[config.mk]
export PLATFORM = sky130hd
export DESIGN_NAME = integer_to_radix_string
export DESIGN_NICKNAME = d
export VERILOG_FILES = /design/src/rtl/core/itrs_pkg.sv /design/src/rtl/core/integer_to_radix_string.sv
export SDC_FILE = /design/constraint.sdc
export NUM_CORES = 1
export LEC_CHECK = 0
export BUFFER_PORTS_ARGS = -buffer_cell sky130_fd_sc_hd__buf_4
export CAP_MARGIN = 20
export CORE_AREA = 2 2 183 185
export CTS_CLUSTER_DIAMETER = 50
export DETAILED_ROUTE_END_ITERATION = 10
export DIE_AREA = 0 0 185 187
export PLACE_DENSITY = 0.75
export SLEW_MARGIN = 20
export SYNTH_ARGS = -nofsm -noshare
export SYNTH_HDL_FRONTEND = slang
export SYNTH_SLANG_ARGS = --single-unit
[constraint.sdc]
create_clock -name aclk -period 4.5 [get_ports aclk]
set_clock_uncertainty 0.15 [all_clocks]
set_input_delay 0.675 -clock aclk [delete_from_list [all_inputs] [get_ports aclk]]
set_output_delay 0.675 -clock aclk [all_outputs]
set_load 0.01 [all_outputs]
[src/rtl/core/itrs_pkg.sv]
package itrs_pkg;

    localparam int VALUE_BITS_DEF = 32;
    localparam int RADIX_W        = 6;
    localparam int CHAR_W         = 8;

    localparam logic [RADIX_W-1:0] RADIX_MIN = 6'd2;
    localparam logic [RADIX_W-1:0] RADIX_MAX = 6'd36;
    localparam logic [RADIX_W-1:0] TEN_BASE  = 6'd10;

    localparam logic [CHAR_W-1:0] MINUS_CHAR  = 8'h2D;
    localparam logic [CHAR_W-1:0] NUL_CHAR    = 8'h00;
    localparam logic [CHAR_W-1:0] ZERO_CHAR   = 8'h30;
    localparam logic [CHAR_W-1:0] LETTER_BASE = 8'h57;

    // digit value 0..35 to lower-case ascii
    function automatic logic [CHAR_W-1:0] digit_char(input logic [RADIX_W-1:0] d);
        logic [CHAR_W-1:0] dw;
        dw = {{(CHAR_W-RADIX_W){1'b0}}, d};
        if (d < TEN_BASE) begin
            return ZERO_CHAR + dw;
        end else begin
            return LETTER_BASE + dw;
        end
    endfunction

endpackage

[src/rtl/core/integer_to_radix_string.sv]
// channel | dir | tdata (low bit up)                          | tlast | tuser
// s_      | in  | value[VALUE_BITS], radix[6], zero pad to byte | -     | -
// m_      | out | char_code[8]                                 | last  | bad_radix
//
// each digit is the remainder of a shared one-bit restoring divider run over all VALUE_BITS bits
// an item with n digits is divided n times, then sends a minus sign for a negative radix 10 value,
// the n digits and a closing nul; output stalls hold each character
// a bad radix answers with a single nul in the cycle after the request
// digits are kept in a small memory and read back most significant first
// reset clears the sequencer and output valid; the digit memory is not cleared
// s_tready is high only while idle; output stalls hold the sequencer in place
module integer_to_radix_string
    import itrs_pkg::*;
#(
    parameter int VALUE_BITS = VALUE_BITS_DEF
) (
    input  logic                                          aclk,
    input  logic                                          aresetn,
    input  logic                                          s_tvalid,
    output logic                                          s_tready,
    // value, radix
    input  logic [((VALUE_BITS+RADIX_W+7)/8)*8-1:0]       s_tdata,
    output logic                                          m_tvalid,
    input  logic                                          m_tready,
    // char_code
    output logic [CHAR_W-1:0]                             m_tdata,
    output logic                                          m_tlast,
    // bad_radix
    output logic                                          m_tuser
);

    localparam int IDX_W = $clog2(VALUE_BITS);
    localparam int CNT_W = $clog2(VALUE_BITS + 1);

    typedef enum logic [2:0] {
        ST_IDLE,
        ST_DIV,
        ST_SIGN,
        ST_FETCH,
        ST_SHOW,
        ST_NUL
    } state_t;

    state_t                 state_reg;
    logic [VALUE_BITS-1:0]  quo_reg;
    logic [RADIX_W-1:0]     rem_reg;
    logic [RADIX_W-1:0]     radix_reg;
    logic                   neg_reg;
    logic [IDX_W-1:0]       bit_cnt_reg;
    logic [CNT_W-1:0]       ndig_reg;
    logic                   m_tvalid_reg;
    logic [CHAR_W-1:0]      m_tdata_reg;
    logic                   m_tlast_reg;
    logic                   m_tuser_reg;

    logic [CHAR_W-1:0]      dig_mem [VALUE_BITS];

    logic [VALUE_BITS-1:0]  in_value;
    logic [RADIX_W-1:0]     in_radix;
    logic                   in_bad;
    logic                   in_neg10;
    logic [RADIX_W:0]       shifted;
    logic [RADIX_W-1:0]     diff;
    logic                   ge;
    logic [RADIX_W-1:0]     rem_next;
    logic [VALUE_BITS-1:0]  quo_next;
    logic                   div_last;
    logic [CNT_W-1:0]       ndig_inc;
    logic [CNT_W-1:0]       ndig_dec;
    logic                   div_done;
    logic                   out_take;

    assign in_value = s_tdata[VALUE_BITS-1:0];
    assign in_radix = s_tdata[VALUE_BITS +: RADIX_W];
    assign in_bad   = (in_radix < RADIX_MIN) || (in_radix > RADIX_MAX);
    assign in_neg10 = in_value[VALUE_BITS-1] && (in_radix == TEN_BASE);

    // one restoring division step: next quotient bit and partial remainder
    assign shifted  = {rem_reg, quo_reg[VALUE_BITS-1]};
    assign diff     = shifted[RADIX_W-1:0] - radix_reg;
    assign ge       = shifted >= {1'b0, radix_reg};
    assign rem_next = ge ? diff : shifted[RADIX_W-1:0];
    assign quo_next = {quo_reg[VALUE_BITS-2:0], ge};

    assign div_last = bit_cnt_reg == IDX_W'(VALUE_BITS - 1);
    assign ndig_inc = ndig_reg + 1'b1;
    assign ndig_dec = ndig_reg - 1'b1;
    assign div_done = (quo_next == '0) || (ndig_inc == CNT_W'(VALUE_BITS));
    assign out_take = m_tvalid_reg && m_tready;

    assign s_tready = state_reg == ST_IDLE;
    assign m_tvalid = m_tvalid_reg;
    assign m_tdata  = m_tdata_reg;
    assign m_tlast  = m_tlast_reg;
    assign m_tuser  = m_tuser_reg;

    always_ff @(posedge aclk) begin
        if (state_reg == ST_DIV && div_last) begin
            dig_mem[ndig_reg[IDX_W-1:0]] <= digit_char(rem_next);
        end
    end

    always_ff @(posedge aclk) begin
        if (!aresetn) begin
            state_reg    <= ST_IDLE;
            quo_reg      <= '0;
            rem_reg      <= '0;
            radix_reg    <= '0;
            neg_reg      <= 1'b0;
            bit_cnt_reg  <= '0;
            ndig_reg     <= '0;
            m_tvalid_reg <= 1'b0;
            m_tdata_reg  <= NUL_CHAR;
            m_tlast_reg  <= 1'b0;
            m_tuser_reg  <= 1'b0;
        end else begin
            unique case (state_reg)
                ST_IDLE: begin
                    if (s_tvalid) begin
                        radix_reg   <= in_radix;
                        neg_reg     <= in_neg10;
                        quo_reg     <= in_neg10 ? ('0 - in_value) : in_value;
                        rem_reg     <= '0;
                        bit_cnt_reg <= '0;
                        ndig_reg    <= '0;
                        if (in_bad) begin
                            m_tvalid_reg <= 1'b1;
                            m_tdata_reg  <= NUL_CHAR;
                            m_tlast_reg  <= 1'b1;
                            m_tuser_reg  <= 1'b1;
                            state_reg    <= ST_NUL;
                        end else begin
                            state_reg <= ST_DIV;
                        end
                    end
                end
                ST_DIV: begin
                    if (div_last) begin
                        ndig_reg    <= ndig_inc;
                        rem_reg     <= '0;
                        bit_cnt_reg <= '0;
                        quo_reg     <= quo_next;
                        if (div_done) begin
                            if (neg_reg) begin
                                m_tvalid_reg <= 1'b1;
                                m_tdata_reg  <= MINUS_CHAR;
                                m_tlast_reg  <= 1'b0;
                                m_tuser_reg  <= 1'b0;
                                state_reg    <= ST_SIGN;
                            end else begin
                                state_reg <= ST_FETCH;
                            end
                        end
                    end else begin
                        rem_reg     <= rem_next;
                        quo_reg     <= quo_next;
                        bit_cnt_reg <= bit_cnt_reg + 1'b1;
                    end
                end
                ST_SIGN: begin
                    if (out_take) begin
                        m_tvalid_reg <= 1'b0;
                        state_reg    <= ST_FETCH;
                    end
                end
                ST_FETCH: begin
                    // digits come back in reverse order of division
                    m_tdata_reg  <= dig_mem[ndig_dec[IDX_W-1:0]];
                    m_tvalid_reg <= 1'b1;
                    m_tlast_reg  <= 1'b0;
                    m_tuser_reg  <= 1'b0;
                    ndig_reg     <= ndig_dec;
                    state_reg    <= ST_SHOW;
                end
                ST_SHOW: begin
                    if (out_take) begin
                        if (ndig_reg == '0) begin
                            m_tdata_reg <= NUL_CHAR;
                            m_tlast_reg <= 1'b1;
                            m_tuser_reg <= 1'b0;
                            state_reg   <= ST_NUL;
                        end else begin
                            m_tvalid_reg <= 1'b0;
                            state_reg    <= ST_FETCH;
                        end
                    end
                end
                ST_NUL: begin
                    if (out_take) begin
                        m_tvalid_reg <= 1'b0;
                        m_tlast_reg  <= 1'b0;
                        m_tuser_reg  <= 1'b0;
                        state_reg    <= ST_IDLE;
                    end
                end
                default: begin
                    state_reg <= ST_IDLE;
                end
            endcase
        end
    end

endmodule

* Word level (Yosys, flattened, before mapping)
Memories as Yosys holds them, arrays and structs flattened.
Index checks and enable logic that the tools add are counted.
** Word-level totals
- Bits in registers :: 70
- Bits in writable memories :: 256
- Bits of input ports :: 44
- Output and inout bits :: 12
- Logic and storage cells :: 115
- Memories kept :: 1
** Operators by class
- Add/subtract/negate cells :: 7
- $lt $le $gt $ge :: 4
- Equal/unequal tests :: 19
- Multiplexer cells :: 52
- Reduce and logical (&&, ||, !) cells :: 21
** Memories
- dig_mem :: words 32, bits a word 8, rd ports 1, clocked after Yosys merged registers in 0, wr ports 1, line integer_to_radix_string.sv:56 : logic [CHAR_W-1:0] dig_mem [VALUE_BITS];
** Operators by type and width (number)
- 2-to-1 mux 8 bit :: 9
- 2-to-1 mux 32 bit :: 2
- one-hot mux 32 bit (2 select lines) :: 1
- logical NOT 32 bit :: 1
- one-hot mux 8 bit (4 select lines) :: 1
- subtractor 1 x 32 -> 32 bit, first input constant :: 1
- 2-to-1 mux 3 bit :: 8
- 2-to-1 mux 6 bit :: 4
- 2-to-1 mux 1 bit :: 18
- inequality test 2 bit, second input constant :: 9
- one-hot mux 3 bit (6 select lines) :: 1
- one-hot mux 6 bit (3 select lines) :: 1
- AND reduction 9 bit :: 2
- one-hot mux 1 bit (5 select lines) :: 3
- one-hot mux 6 bit (2 select lines) :: 1
- 2-to-1 mux 5 bit :: 2
- one-hot mux 5 bit (2 select lines) :: 1
- nonzero test 5 bit :: 2
- adder 7 x 6 -> 8 bit, first input constant :: 1
- AND reduction 8 bit :: 1
- adder 6 x 6 -> 7 bit, first input constant :: 1
- greater-or-equal comparator 7 x 6 -> 1 bit :: 1
- adder 6 x 1 -> 6 bit, second input constant :: 1
- == test 3 x 2 -> 1 bit, second input constant :: 2
- 23 further kinds :: 29

* Logic depth before layout (Yosys ltp)
Gate-level depths: netlist of run 1.
- Depth in word-level cells :: 6
- Depth in mapped cells :: 14
- Mapped depth without buffers :: 13

* Worst setup path before layout of run 1
Ideal clock, no wire load.
- Path kind :: register -> register
- Start :: reg radix_reg[2]
- End :: mem dig_mem[0][6] (data pin)
- Library setup time :: 0.467 ns
- Arrival time :: 4.110 ns
- Data required time :: 3.883 ns
- Path slack :: -0.228 ns
- Cell stages (with the launch flop) :: 12
- Path buffers :: 1
- Clock period less this slack :: 4.728 ns
- Cells stage by stage :: dfxtp_1 > inv_1 > ha_1 > a21oi_1 > a31oi_1 > nor2_1 > mux2i_1 > ha_1 > inv_1 > o31a_1 > clkbuf_1 > a211oi_1
** On the way
- Longest elaborated chain between the ends :: 5
- Elaborated cells on any way between the ends :: 8
- Those cells by class :: add/sub (3); order compare (2); mux (3)
** Ends and longest elaborated chain
- from (decl) :: line integer_to_radix_string.sv:47 : logic [RADIX_W-1:0] radix_reg;
- from (signal assigned) :: line integer_to_radix_string.sv:120 : radix_reg <= in_radix;
- subtractor 6 bit or greater-or-equal comparator 7 x 6 -> 1 bit (tied branches) :: line integer_to_radix_string.sv:80, integer_to_radix_string.sv:81
- 2-to-1 mux 6 bit (*) :: line integer_to_radix_string.sv:82 : assign rem_next = ge ? diff : shifted[RADIX_W-1:0];
- adder 7 x 6 -> 8 bit, or another cell as far along :: line itrs_pkg.sv:23 : return LETTER_BASE + dw;
- 2-to-1 mux 8 bit (*) :: line itrs_pkg.sv:20 : if (d < TEN_BASE) begin
- 2-to-1 mux 8 bit (*) :: line integer_to_radix_string.sv:98 : if (state_reg == ST_DIV && div_last) begin
- to (decl) :: line integer_to_radix_string.sv:56
Every way passes the cells marked *; elsewhere a longest branch is shown, timed or not. The select of a mux whose other input is x is not followed.

* Final worst setup path of run 1
- Start :: reg radix_reg[2]
- End :: mem dig_mem[31][4] (data pin)
The elaborated chain is that of the path after synthesis.

==> results of run 1 <==
==> power groups by stage <==
| stage | Clock (mW) | Combinational [mW] | Sequential, mW |
|---|---|---|---|
| 2_1_floorplan | 0 | 2.64 | 5.70 |
| 3_5_place_dp | 0 | 5.03 | 5.95 |
| 6_report | 2.78 | 5.02 | 5.90 |
| 4_1_cts | 2.82 | 5.07 | 5.89 |
| 3_3_place_gp | 0 | 4.71 | 5.95 |
| 5_1_grt | 2.95 | 5.57 | 5.93 |
==> path summary, 6_finish.rpt <==
path / end / depth (start not counted) / slack (ps) / start
worst max-delay path: dig_mem[31][4]$_DFFE_PP_ / 11 / 730 / radix_reg[2]$_SDFFE_PN0P_
worst min-delay path: radix_reg[0]$_SDFFE_PN0P_ / 3 / 310 / s_tdata[32]
worst max register to register: dig_mem[31][4]$_DFFE_PP_ / 11 / 730 / radix_reg[2]$_SDFFE_PN0P_
worst min register to register: radix_reg[3]$_SDFFE_PN0P_ / 2 / 320 / radix_reg[3]$_SDFFE_PN0P_
==> cells by family after synthesis <==
| group | share of synthesized area |
|---|---|
| AOI/OAI and AO/OA | 0.0825 |
| buffers and inverters | 0.0201 |
| xor gates and xnor gates | 0.0254 |
| muxes | 0.137 |
| DFF | 0.628 |
| and+or+nand+nor | 0.0905 |
| adders and majority gates | 0.0169 |
==> worst max-delay path, delay by kind of cell (launching register included) <==
kind / cells / cell delay (ps)
xor gates and xnor gates: 1 / 350
AOI/OAI and AO/OA: 3 / 780
buffers and inverters: 2 / 260
adders and majority gates: 2 / 560
muxes: 1 / 390
and+or+nand+nor: 2 / 630
DFF: 1 / 330
==> synthesized netlist by cell type, drive strengths merged, types with 13 or more instances <==
| cell | n | area [µm²] |
|---|---|---|
| buf | 13 | 58.8 |
| a21boi | 13 | 97.6 |
| mux4 | 80 | 1800 |
| a21oi | 22 | 110 |
| nor4 | 14 | 87.6 |
| nor3 | 13 | 65.1 |
| nand2 | 49 | 184 |
| edfxtp | 256 | 7690 |
| o21ai | 63 | 315 |
| inv | 20 | 75.1 |
| a22oi | 25 | 188 |
| nor2b | 14 | 87.6 |
| nand3 | 23 | 115 |
| xor2 | 20 | 175 |
| nor2 | 69 | 259 |
| ha | 18 | 225 |
| and2 | 40 | 250 |
| xnor2 | 22 | 193 |
| dfxtp | 70 | 1400 |
| clkbuf | 42 | 158 |
==> cell usage in the layout, fill, tap and decap left out, types with 14 or more instances in the layout <==
cell,count
nand3_1,23
o21ai_0,61
buf_4,71
a21oi_1,22
nor2b_1,14
edfxtp_1,256
inv_1,20
ha_1,17
dfxtp_1,69
xnor2_1,18
nor4_1,14
xor2_1,19
clkbuf_16,38
nand2_1,49
a22oi_1,25
mux4_2,80
nor2_1,67
and2_1,40
==> area by class of cell <==
type / instances / area share
well taps: 448 / 0.0338
clock buffers: 47 / 0.0593
multi-input cells: 594 / 0.313
clock inverters: 17 / 0.00874
repair buffers: 72 / 0.0333
inverters: 20 / 0.00452
flip-flops and latches: 326 / 0.548
==> metrics by stage <==
stage                     hold WS, ps  utilization  power, mW  cell area, µm²  cells
after floorplan                   293            -       8.34           14500    995
after global placement            306        0.470       10.7           15400   1460
after detailed placement          312        0.471       11.0           15500   1460
after CTS                         297        0.505       13.8           16600   1524
after global routing              306        0.505       14.4           16600   1524
final                             309        0.505       13.7           16600   1524
==> metal layers <==
metal / share of wire / track usage
met5: 0 / 0
met4: 0.019 / 0.0504
met3: 0.078 / 0.0364
met2: 0.47 / 0.291
met1: 0.43 / 0.269
==> flow_summary.json, run 1 <==
{
  "crit_path_cell_trace": "inv_1 -> ha_1 -> a21oi_1 -> a31oi_1 -> nor2_1 -> buf_4 -> mux2_2 -> ha_1 -> a21oi_1 -> nor2b_1 -> xnor2_4",
  "effective_utilization_at_floorplan": 0.441,
  "cts_setup_buffers": 0,
  "path_max_fanout": 32,
  "h-tree-depth": 2,
  "drt_first_pass_iters": 5,
  "synthCells": 995,
  "grt_pass1_vias": 8689,
  "min_period_over_period": 0.838,
  "drt_first_iter_violations": 842,
  "netSwitchingPower_mw": 4.91,
  "worst_setup_path_end_kind": "flop",
  "die_area_mm2": 0.0346,
  "synth_seq_area_share": 0.628,
  "path_class": "reg -> reg",
  "clock.fmax_mhz": 265,
  "pre_cts_slack_ps": 396,
  "postLayoutSetupSlackWorst_ps": 731,
  "multiInputGateArea_mm2": 0.00519,
  "tightestPinTransition_ps": 1000,
  "synth_enable_flop_cells": 256,
  "worst_path_max_delay_cell": "mux2_2",
  "worstPathArrival_ps": 3820,
  "timing.final.hold_violations": 0,
  "area.growth.synth_to_final_pct": 14.7,
  "antenna_violating_nets_post_route": 0,
  "pwr-share-clk": 0.203,
  "power.density_mw_per_mm2": 825,
  "fin_tns_setup_ps": 0,
  "timing.slew.headroom": 0.328,
  "leakage_nw": 5.27,
  "synth.yosys.warnings": 0,
  "avgViaCountPerCell": 5.76,
  "number_of_setup_violations_in_the_final_report": 0,
  "placeableCoreArea_mm2": 0.0329,
  "hold_path.class": "in -> reg",
  "run_status": "complete, no violations",
  "input_output_buffers": 53,
  "grt_first_pass_wirelength_mm": 49.6,
  "clk_buf_depth": 3,
  "vias": 8785,
  "cts_resized": 0,
  "clock_slew_at_reported_path_ffs_ps": 50,
  "grt_remaining_overflow": 0,
  "boundaryPins": 56,
  "min_period_ps": 3770,
  "n_antenna_cell": 0,
  "cts_buffers": 37,
  "fp-row-count": 67,
  "drv_cap": 0,
  "avgSynthCellArea_um2": 14.5,
  "worstPathRequired_ps": 4560,
  "wire_per_inst_um": 21.0,
  "mappedNetlistNets": 1058,
  "gp_congestion": 0.849,
  "cts_hold_buf": 0,
  "seqCellArea_mm2": 0.00909,
  "rsz0062_at_grt": "false",
  "cts.root.buffer_cell": "clkbuf_16",
  "die_width_um": 185,
  "startpoint_type": "flop",
  "synthFlopType": "edfxtp_1",
  "detailed_place_hpwl_mm": 19.9,
  "clkLatencyLatePin_ps": 530,
  "sequentialPowerShare": 0.430,
  "async_reset_ff_frac": 0,
  "mappedNetlistArea_mm2": 0.0145,
  "clock_tree_from_tritoncts": "yes",
  "drv_slew": 0,
  "fin_nets": 1114,
  "fillers": 2687,
  "remaining_drc_errors": 0,
  "peakVddDrop_v": 0.00114,
  "power_frac_comb": 0.367,
  "grt_start_max_net_pins": 72,
  "track_usage": 0.187,
  "antenna_violations_before_repair": 0,
  "synth_seq_cells": 326,
  "numClockSinks": 326,
  "internal-power_mw": 8.79,
  "number_of_flip_flops_under_the_largest_register_name": 256,
  "fp.dieH_um": 187,
  "post_synthesis_cell_type_count": 64,
  "p_sw_frac": 0.359,
  "fraction_of_final_layout_cells_sized_beyond_drive_strength_1": 0.211,
  "critical-path-max-stage-delay_ps": 390,
  "routed_wirelength_mm": 31.9
}
Note: power is estimated with default switching activity, not from simulation.
==> run 2: changes to the inputs <==
--- a/config.mk
+++ b/config.mk
@@ -11,7 +11,7 @@
 export CTS_CLUSTER_DIAMETER = 50
 export DETAILED_ROUTE_END_ITERATION = 10
 export DIE_AREA = 0 0 185 187
-export PLACE_DENSITY = 0.75
+export PLACE_DENSITY = 0.73
 export SLEW_MARGIN = 20
 export SYNTH_ARGS = -nofsm -noshare
 export SYNTH_HDL_FRONTEND = slang
==> constraint.sdc (replaced) <==
create_clock -name aclk -period 3.62 [get_ports aclk]
set_clock_uncertainty 0.15 [all_clocks]
set_input_delay 0.543 -clock aclk [delete_from_list [all_inputs] [get_ports aclk]]
set_output_delay 0.543 -clock aclk [all_outputs]
set_load 0.01 [all_outputs]
==> flow_summary.json, run 2 (synthesis results as in run 1) <==
{
  "postLayoutSetupSlackWorst_ps": 159,
  "input_output_buffers": 53,
  "cts.root.buffer_cell": "clkbuf_16",
  "timing.slew.headroom": 0.279,
  "startpoint_type": "flop",
  "worstPathArrival_ps": 3570,
  "area.growth.synth_to_final_pct": 19.1,
  "antenna_violations_before_repair": 0,
  "r2r_setup_slack_ps": 160,
  "grt_first_pass_wirelength_mm": 50.8,
  "worst_setup_path_end_kind": "flop",
  "remaining_drc_errors": 0,
  "clock_slew_at_reported_path_ffs_ps": 60,
  "vias": 9084,
  "grt_remaining_overflow": 0,
  "min_period_over_period": 0.956,
  "number_of_setup_violations_in_the_final_report": 0,
  "routed_wirelength_mm": 33.5,
  "whs_ps": 175,
  "clock.fmax_mhz": 289,
  "boundaryPins": 56,
  "cts_buffers": 37,
  "rsz0062_at_grt": "true",
  "wire_per_inst_um": 21.3,
  "worst_hold_path.num_cells": 3,
  "clkLatencyLatePin_ps": 520,
  "finalNonFillerCells": 1574,
  "reg2regPathDepth": 11,
  "peakVddDrop_v": 0.00115,
  "effective_utilization_at_floorplan": 0.441,
  "track_usage": 0.192,
  "run_status": "complete, no violations",
  "antenna_violating_nets_post_route": 0,
  "die_area_mm2": 0.0346,
  "fin_nets": 1166,
  "n_antenna_cell": 0,
  "h-tree-depth": 2,
  "hold_path_end": "radix_reg[3]$_SDFFE_PN0P_",
  "fp.dieH_um": 187,
  "drv_slew": 0,
  "r2r-start": "radix_reg[2]$_SDFFE_PN0P_",
  "fraction_of_final_layout_cells_sized_beyond_drive_strength_1": 0.255,
  "detailed_place_hpwl_mm": 20.6,
  "avgViaCountPerCell": 5.77,
  "path_class": "reg -> reg",
  "drt_first_pass_iters": 5,
  "timing.final.hold_violations": 0,
  "timing.hold.worst.start": "s_tdata[35]",
  "fraction_of_the_core_area_covered_by_cells_at_the_end_of_the_flow": 0.525,
  "pre_cts_slack_ps": -22.8,
  "power.density_mw_per_mm2": 1110,
  "placedInstanceArea_mm2": 0.0159,
  "tightestPinTransition_ps": 1070,
  "grt_start_max_net_pins": 73,
  "r2r_end": "dig_mem[23][4]$_DFFE_PP_",
  "clk_buf_depth": 3,
  "most-common-layout-cells": "256 x edfxtp_1, 113 x buf_4, 80 x mux4_2",
  "hold_path.class": "in -> reg",
  "die_width_um": 185,
  "layout_commonest_cell": "edfxtp_1",
  "placeableCoreArea_mm2": 0.0329,
  "gp_congestion": 0.786,
  "drt_first_iter_violations": 846,
  "drv_cap": 0,
  "path_max_fanout": 16,
  "worstPathRequired_ps": 3730,
  "grt_pass1_vias": 8936,
  "fillers": 2680,
  "fp-row-count": 67,
  "numClockSinks": 326,
  "placedCellCount": 1505,
  "stdcell_area_mm2": 0.0172,
  "clock_tree_from_tritoncts": "yes",
  "number_of_flip_flops_under_the_largest_register_name": 256,
  "leakage_nw": 5.62,
  "totalPowerFinal_mw": 19.2,
  "fin_tns_setup_ps": 0,
  "min_period_ps": 3460
}
-- run 2: worst max-delay path: stages (launching register included) --
cell and delay (ps):
dfxtp_1 330, inv_1 50, ha_1 300, a21oi_1 270
a31oi_1 170, nor2_2 220, buf_4 200, mux2_2 350
ha_1 210, a21oi_1 300, nor2b_4 370, xnor2_4 270
-- run 2: metal layers --
metal | vias to the layer above | track usage | part of all wire
met4 | 0 | 0.0589 | 0.025
li1 | 4107 | - | -
met5 | - | 0 | 0
met1 | 4564 | 0.257 | 0.41
met2 | 351 | 0.313 | 0.48
met3 | 62 | 0.0436 | 0.086
-- run 2: worst max-delay path by stage --
stage,startpoint,end,slack (ps),cells after the start
final,radix_reg[2]$_SDFFE_PN0P_,dig_mem[23][4]$_DFFE_PP_,160,11
after floorplan,radix_reg[4]$_SDFFE_PN0P_,dig_mem[0][3]$_DFFE_PP_,10,10
after CTS,quo_reg[31]$_SDFFE_PN0P_,dig_mem[16][2]$_DFFE_PP_,20,14
after detailed placement,quo_reg[31]$_SDFFE_PN0P_,dig_mem[7][1]$_DFFE_PP_,-20,13
after global placement,quo_reg[31]$_SDFFE_PN0P_,dig_mem[5][1]$_DFFE_PP_,80,13
after global routing,radix_reg[2]$_SDFFE_PN0P_,dig_mem[23][4]$_DFFE_PP_,-50,11
-- run 2: area by class of cell --
type                            count  area (µm²)  area share
Multi-Input combinational cell    600        5420       0.315
Clock buffer                       49        1000      0.0581
Sequential cell                   326        9090       0.527
Clock inverter                     13         143     0.00827
Tap cell                          448         561      0.0325
Timing Repair Buffer              118         948      0.0550
Inverter                           20        75.1     0.00435
-- run 2: timing repair --
item | 4_1_cts | 5_1_grt
gates resized for setup | 2 | 12
setup buffers | 0 | 1
pin swaps | 0 | 3
hold buffers | 0 | 0
endpoints found under the setup margin | 96 | 129
cloned | 3 | 3
-- run 2: report_power, final --
group | leakage [nW] | switching (mW) | internal [mW]
Combinational | 2.18 | 5.57 | 2.83
Clock | 0.556 | 1.46 | 2.10
Sequential | 2.88 | 0.157 | 7.11
Total | 5.62 | 7.18 | 12.0
==> run 3: changes to the inputs <==
==> constraint.sdc (replaced) <==
create_clock -name aclk -period 4.2 [get_ports aclk]
set_clock_uncertainty 0.15 [all_clocks]
set_input_delay 0.63 -clock aclk [delete_from_list [all_inputs] [get_ports aclk]]
set_output_delay 0.63 -clock aclk [all_outputs]
set_load 0.01 [all_outputs]
==> flow_summary.json, run 3 (synthesis results as in run 1) <==
{
  "run_status": "complete, no violations",
  "placedCellCount": 1461,
  "numClockSinks": 326,
  "antenna_violating_nets_post_route": 0,
  "fraction_of_final_layout_cells_sized_beyond_drive_strength_1": 0.214,
  "vias": 8712,
  "cts_hold_buf": 0,
  "input_output_buffers": 53,
  "worst_setup_path_end_kind": "flop",
  "effective_utilization_at_floorplan": 0.441,
  "wire_per_inst_um": 20.9,
  "cts_buffers": 36,
  "cts.root.buffer_cell": "clkbuf_16",
  "detailed_place_hpwl_mm": 20.1,
  "worstPathArrival_ps": 3920,
  "fin_nets": 1114,
  "hold_path.class": "in -> reg",
  "critical_path_buf_inv_count": 2,
  "timing.final.hold_violations": 0,
  "grt_pass1_vias": 8461,
  "pwr-share-clk": 0.202,
  "drt_first_pass_iters": 7,
  "path_class": "reg -> reg",
  "worstPathRequired_ps": 4350,
  "fin_tns_setup_ps": 0,
  "n_antenna_cell": 0,
  "finalNonFillerCells": 1524,
  "placeableCoreArea_mm2": 0.0329,
  "drt_first_iter_violations": 954,
  "power_frac_comb": 0.368,
  "track_usage": 0.184,
  "tightestPinTransition_ps": 1080,
  "peakVddDrop_v": 0.000862,
  "min_period_over_period": 0.897,
  "crit_path_cell_trace": "ha_1 -> a21oi_1 -> a31oi_1 -> nor2_1 -> buf_4 -> mux2_2 -> ha_1 -> a21oi_1 -> nor2b_1 -> xnor2_2 -> buf_4",
  "path_max_fanout": 32,
  "area.growth.synth_to_final_pct": 14.6,
  "gp_congestion": 0.795,
  "grt_start_max_net_pins": 72,
  "number_of_flip_flops_under_the_largest_register_name": 256,
  "routed_wirelength_mm": 31.8,
  "antenna_violations_before_repair": 0,
  "power.density_mw_per_mm2": 885,
  "grt_remaining_overflow": 0,
  "multiInputGateArea_mm2": 0.00517,
  "cts_setup_buffers": 0,
  "die_area_mm2": 0.0346,
  "grt_first_pass_wirelength_mm": 48.6,
  "rsz0062_at_grt": "false",
  "fp-row-count": 67,
  "sequentialPowerShare": 0.430,
  "clock.fmax_mhz": 265,
  "layout_commonest_cell": "edfxtp_1",
  "critical-path-max-stage-delay_ps": 390,
  "worst_path_max_delay_cell": "mux2_2",
  "netSwitchingPower_mw": 5.33,
  "min_period_ps": 3770,
  "drv_cap": 0,
  "totalPowerFinal_mw": 14.7,
  "most-common-layout-cells": "256 x edfxtp_1, 80 x mux4_2, 70 x buf_4",
  "die_width_um": 185,
  "seqCellArea_mm2": 0.00909,
  "internal-power_mw": 9.35,
  "h-tree-depth": 2,
  "startpoint_type": "flop",
  "leakage_nw": 5.29,
  "drv_slew": 0,
  "whs_ps": 255,
  "fillers": 2687,
  "clkLatencyLatePin_ps": 530,
  "clock_slew_at_reported_path_ffs_ps": 60,
  "number_of_setup_violations_in_the_final_report": 0,
  "fp.dieH_um": 187,
  "timing.slew.headroom": 0.277,
  "p_sw_frac": 0.363,
  "cts_resized": 0,
  "critical-path-top-delay-family": "compound AO/OA/AOI/OAI gates",
  "clk_buf_depth": 3,
  "clock_tree_from_tritoncts": "yes",
  "remaining_drc_errors": 0,
  "avgViaCountPerCell": 5.72,
  "boundaryPins": 56
}
[run 3: changes by cell type in the layout (fill, tap and decap cells not counted), sizes merged]
cell	change
xor2	-1
inv	+4
bufinv	-1
buf	-45
mux2i	-2
clkinv	+2
xnor2	-3
clkbuf	-4
[run 3: tightest hold or removal path, delay by kind of cell]
kind	cells	cell delay, ps
and+or+nand+nor	1	50
buffers and inverters	1	120
AOI/OAI and AO/OA	1	70
[run 3: power groups by stage]
stage | Combinational (mW) | Clock (mW) | Sequential, mW
5_1_grt | 5.91 | 3.15 | 6.33
4_1_cts | 5.43 | 3.01 | 6.30
2_1_floorplan | 2.80 | 0 | 6.04
3_5_place_dp | 5.38 | 0 | 6.37
6_report | 5.41 | 2.97 | 6.30
3_3_place_gp | 5.07 | 0 | 6.36
[run 3: area by class of cell]
| class | instances | share of cell area |
|---|---|---|
| Sequential cell | 326 | 0.548 |
| Multi-Input combinational cell | 594 | 0.312 |
| Clock buffer | 45 | 0.0570 |
| Timing Repair Buffer | 73 | 0.0348 |
| Tap cell | 448 | 0.0338 |
| Clock inverter | 18 | 0.0101 |
| Inverter | 20 | 0.00453 |
[run 3: worst paths after layout]
kind | to | slack, ps | start | cells past startpoint
worst max-delay path | dig_mem[11][4]$_DFFE_PP_ | 430 | rem_reg[1]$_SDFFE_PN0P_ | 11
worst min-delay path | radix_reg[0]$_SDFFE_PN0P_ | 260 | s_tdata[32] | 3
worst max register to register | dig_mem[11][4]$_DFFE_PP_ | 430 | rem_reg[1]$_SDFFE_PN0P_ | 11
worst min register to register | radix_reg[5]$_SDFFE_PN0P_ | 310 | radix_reg[5]$_SDFFE_PN0P_ | 2
[run 3: per-layer routing]
metal,vias to the layer above,track usage,part of all wire
met5,-,0,0
met4,0,0.0464,0.016
met3,38,0.0331,0.071
met2,307,0.299,0.48
met1,4379,0.259,0.43
li1,3988,-,-
[run 3: metrics by stage]
step	worst slack [ps]	instance area (µm²)	util
after global placement	634	15500	0.470
final	433	16600	0.505
after CTS	462	16600	0.505
after floorplan	1.53	14500	-
after global routing	217	16600	0.505
after detailed placement	505	15500	0.471
